File: src/rtl/ilid_pkg.sv
`timescale 1ns / 1ps
// ----------------------------------------------------------------------------
// ilid_pkg: shared types and constants for the indexed list
// Capacity, index widths, action and status codes, payload structs.
// ----------------------------------------------------------------------------
package ilid_pkg;

	localparam int CAPACITY = 64;
	localparam int IDX_W    = (CAPACITY > 1) ? $clog2(CAPACITY) : 1;
	localparam int CNT_W    = $clog2(CAPACITY + 1);
	localparam int POS_W    = 7;
	localparam int LEN_W    = 7;
	localparam int VAL_W    = 32;
	localparam int CMP_W    = (CNT_W > POS_W) ? CNT_W : POS_W;

	localparam logic [2:0] ACT_GET    = 3'd0;
	localparam logic [2:0] ACT_HEAD   = 3'd1;
	localparam logic [2:0] ACT_TAIL   = 3'd2;
	localparam logic [2:0] ACT_INDEX  = 3'd3;
	localparam logic [2:0] ACT_DELETE = 3'd4;

	localparam logic [1:0] ST_DONE    = 2'd0;
	localparam logic [1:0] ST_INVALID = 2'd1;
	localparam logic [1:0] ST_FULL    = 2'd2;

	typedef struct packed {
		logic [2:0]              action;
		logic [POS_W-1:0]        position;
		logic signed [VAL_W-1:0] value;
	} req_t;

	typedef struct packed {
		logic signed [VAL_W-1:0] read_value;
		logic [1:0]              status;
		logic [LEN_W-1:0]        length;
	} rsp_t;

	// broadcast to every cell of the chain
	typedef struct packed {
		logic             shift_up;
		logic             shift_down;
		logic [CMP_W-1:0] pos;
		logic [VAL_W-1:0] value;
	} cell_ctrl_t;

endpackage

File: src/rtl/ilid_cell.sv
`timescale 1ns / 1ps
// ----------------------------------------------------------------------------
// ilid_cell: one list entry
// Holds one value, takes its left or right neighbour or the new value on
// insert or delete and drives its value onto the read bus when it is selected.
// ----------------------------------------------------------------------------
module ilid_cell (
	input  logic                          clk,
	input  logic [ilid_pkg::IDX_W-1:0]    idx,
	input  ilid_pkg::cell_ctrl_t          ctrl,
	input  logic [ilid_pkg::VAL_W-1:0]    left,
	input  logic [ilid_pkg::VAL_W-1:0]    right,
	output logic [ilid_pkg::VAL_W-1:0]    data,
	output logic [ilid_pkg::VAL_W-1:0]    rd
);

	logic [ilid_pkg::VAL_W-1:0] data_q;
	logic [ilid_pkg::CMP_W-1:0] idx_w;
	logic                       above;
	logic                       here;

	assign idx_w = ilid_pkg::CMP_W'(idx);
	assign above = idx_w > ctrl.pos;
	assign here  = idx_w == ctrl.pos;

	always_ff @(posedge clk) begin
		if (ctrl.shift_up) begin
			if (above) begin
				data_q <= left;
			end else if (here) begin
				data_q <= ctrl.value;
			end
		end else if (ctrl.shift_down) begin
			if (above || here) begin
				data_q <= right;
			end
		end
	end

	assign data = data_q;
	assign rd   = here ? data_q : '0;

endmodule

File: config.mk
export PLATFORM = sky130hd
export DESIGN_NAME = ilid_cell
export DESIGN_NICKNAME = d
export VERILOG_FILES = /design/src/rtl/ilid_pkg.sv /design/src/rtl/ilid_cell.sv
export SDC_FILE = /design/constraint.sdc
export NUM_CORES = 1
export LEC_CHECK = 0
export ABC_AREA = 1
export ABC_CLOCK_PERIOD_IN_PS = 5400
export BUFFER_PORTS_ARGS = -buffer_cell sky130_fd_sc_hd__buf_4
export CORE_UTILIZATION = 30
export CTS_CLUSTER_SIZE = 20
export DETAILED_ROUTE_END_ITERATION = 16
export GPL_ROUTABILITY_DRIVEN = 0
export PLACE_DENSITY = 0.6
export SYNTH_ARGS = -nofsm -noshare
export SYNTH_HDL_FRONTEND = slang
export SYNTH_SLANG_ARGS = --single-unit
export TNS_END_PERCENT = 30
File: constraint.sdc
create_clock -name clk -period 5.4 [get_ports clk]
set_clock_uncertainty 0.2 [all_clocks]
set_input_delay 1.08 -clock clk [delete_from_list [all_inputs] [get_ports clk]]
set_output_delay 1.08 -clock clk [all_outputs]
set_load 0.03 [all_outputs]
==> results.yml <==
logic_synthesis:
  synth_top_area_share: 0.373
  synth_top_area_cell: "edfxtp_1"
  synth_cell_type_count: 17
  synthTopCellsByArea: "edfxtp_1 (37%), inv_1 (16%), nand2_1 (15%)"
  ys.warnings.count: 0
  ys_ff_latch: 32
  syn_inst: 376
  synth_fp_nets: 494
  ys_seq_area_frac: 0.373
  syn_area_um2: 2580
  syn_avg_cell_area_um2: 6.85
die:
  core_area_um2: 8260
  fp.dieH_um: 94.7
  dieWidth_um: 94.7
  rows: 33
  initial_core_util: 0.312
  die-area_um2: 8970
  io_pins: 176
global_route:
  grt_overflow_total: 0
  track_usage: 0.169
  grt_pass1_vias: 2527
  antenna_found_initial: 0
  grt_start_max_net_pins: 35
  grt_pass1_wl_um: 11900
final_layout:
  area_delta_synth_final_pct: 54.6
  nNetsFinal: 660
  final_common_cell: "buf_4"
  drive_gt1_frac: 0.382
  antenna-diode-count: 0
  fillers: 859
  largest_register_ffs: 32
  fin_util: 0.483
  mostFrequentLayoutCells: "buf_4 (179), inv_1 (109), nand2_1 (102)"
  stdcell_count: 647
  finalInstanceArea_um2: 3990
critical_path:
  worst-setup-path-type: "in -> out"
  critPathCaptureType: "output pin"
  crit_fanout: 32
  cp.required_ps: 4120
  crit_path_start: "idx[5]"
  arrival_ps: 2410
  critPathLaunchType: "input pin"
pwr:
  ir_drop_mv: 0.0835
  seqPwrFrac: 0.418
  switching_share: 0.334
  powerDensity_nw_per_um2: 195
  p_comb_frac: 0.356
  p_int_w: 0.000518
  netSwitchingPower_w: 0.000260
  leakage_nw: 2.39
  pwr-share-clk: 0.226
clock_tree:
  cts_setup_buffers: 0
  ctsHtreeMaxLevel: 2
  clk_path_buf_depth: 2
  cts_tree: "built"
  clockRootBuffer: "clkbuf_8"
  cts_sinks: 32
  clk_pin_slew_worst_paths_ps: 70
  cts_hold_buf: 0
  cts_resized: 0
  cts_inserted_buffers: 5
detailed_routing:
  routed_via_density: 4.26
  firstDrtPassIters: 4
  wl_per_cell_um: 11.7
  postRouteWirelength_um: 7540
  ant_nets: 0
  initialDrtViolationCount: 74
  remaining_drc_errors: 0
  via_count: 2755
sta:
  period_needed_ps: 3690
  fin_crit_sh: 0.683
  setup_tns_ps: 0
  rsz0062_at_grt: "no"
  worstMarginPinSlew_ps: 1050
  final-hold-violation-count: 0
  whs_ps: 864
  fmax_mhz: 271
  setup_viol_count_final: 0
  drv_slew: 0
  relSlewSlack: 0.301
run:
  drv_cap: 0
min_path:
  whs_endpoint: "data[18]"
  holdPathStages: 3
  hp-start: "right[18]"
  hold_class: "in -> reg"
placement:
  place_hpwl_um: 5620
  dp.cells: 640
  io_buffers: 175
  dpl_cell_area_um2: 3910
run_status:
  status: "complete, no violations"
## critical path: stages
cell and delay, ps:
buf_4 110, ha_1 260, inv_1 50, nor3_2 200, nand3_2 110, buf_4 270, nor2_1 140, buf_4 170
## per-stage QoR
step / setup WS [ps] / power, W
after floorplan: 1670 / 0.000491
after global placement: 1730 / 0.000609
after detailed placement: 1700 / 0.000612
after CTS: 1700 / 0.000788
after global routing: 1560 / 0.000826
final: 1710 / 0.000779
## how the worst max path moves through the flow
stage	endpoint	slack [ps]	cells after the start
5_1_grt	rd[14]	1560	8
4_1_cts	rd[20]	1700	8
3_3_place_gp	rd[18]	1730	8
3_5_place_dp	rd[20]	1700	8
2_1_floorplan	rd[10]	1670	8
6_report	rd[20]	1710	8
## synthesized netlist by cell type (all sizes together)
cell,n
edfxtp,32
buf,15
nand2,104
nor3,1
o21ai,1
clkbuf,5
a21oi,2
inv,109
nor2,34
ha,6
nand3,67
## power groups by stage
stage	Combinational, W	Sequential, W	Clock, W
floorplan	0.000108	0.000383	0
global placement	0.000278	0.000331	0
detailed placement	0.000280	0.000332	0
global route	0.000308	0.000329	0.000188
CTS	0.000281	0.000327	0.000181
finish	0.000277	0.000326	0.000176
## routing by layer
layer,vias to the layer above,wire [um],GRT usage
met5,-,0,0
li1,1439,-,-
met4,0,107,0.0492
met2,100,3780,0.309
met3,7,551,0.0338
met1,1209,3100,0.197
## cell type report
type,instances,area (um2),area share
Clock buffer,6,72.6,0.0182
Clock inverter,1,5.00,0.00126
Inverter,109,409,0.103
Multi-Input combinational cell,215,1060,0.267
Sequential cell,32,961,0.241
Tap cell,105,131,0.0330
Timing Repair Buffer,179,1340,0.337
## cells by family after synthesis
family | after synthesis | synth area share
compound gates | 3 | 0.00728
fa+ha+maj | 6 | 0.0291
buf+inv | 129 | 0.215
flops | 32 | 0.373
simple gates | 206 | 0.376
(Power assumes the default switching activity.)
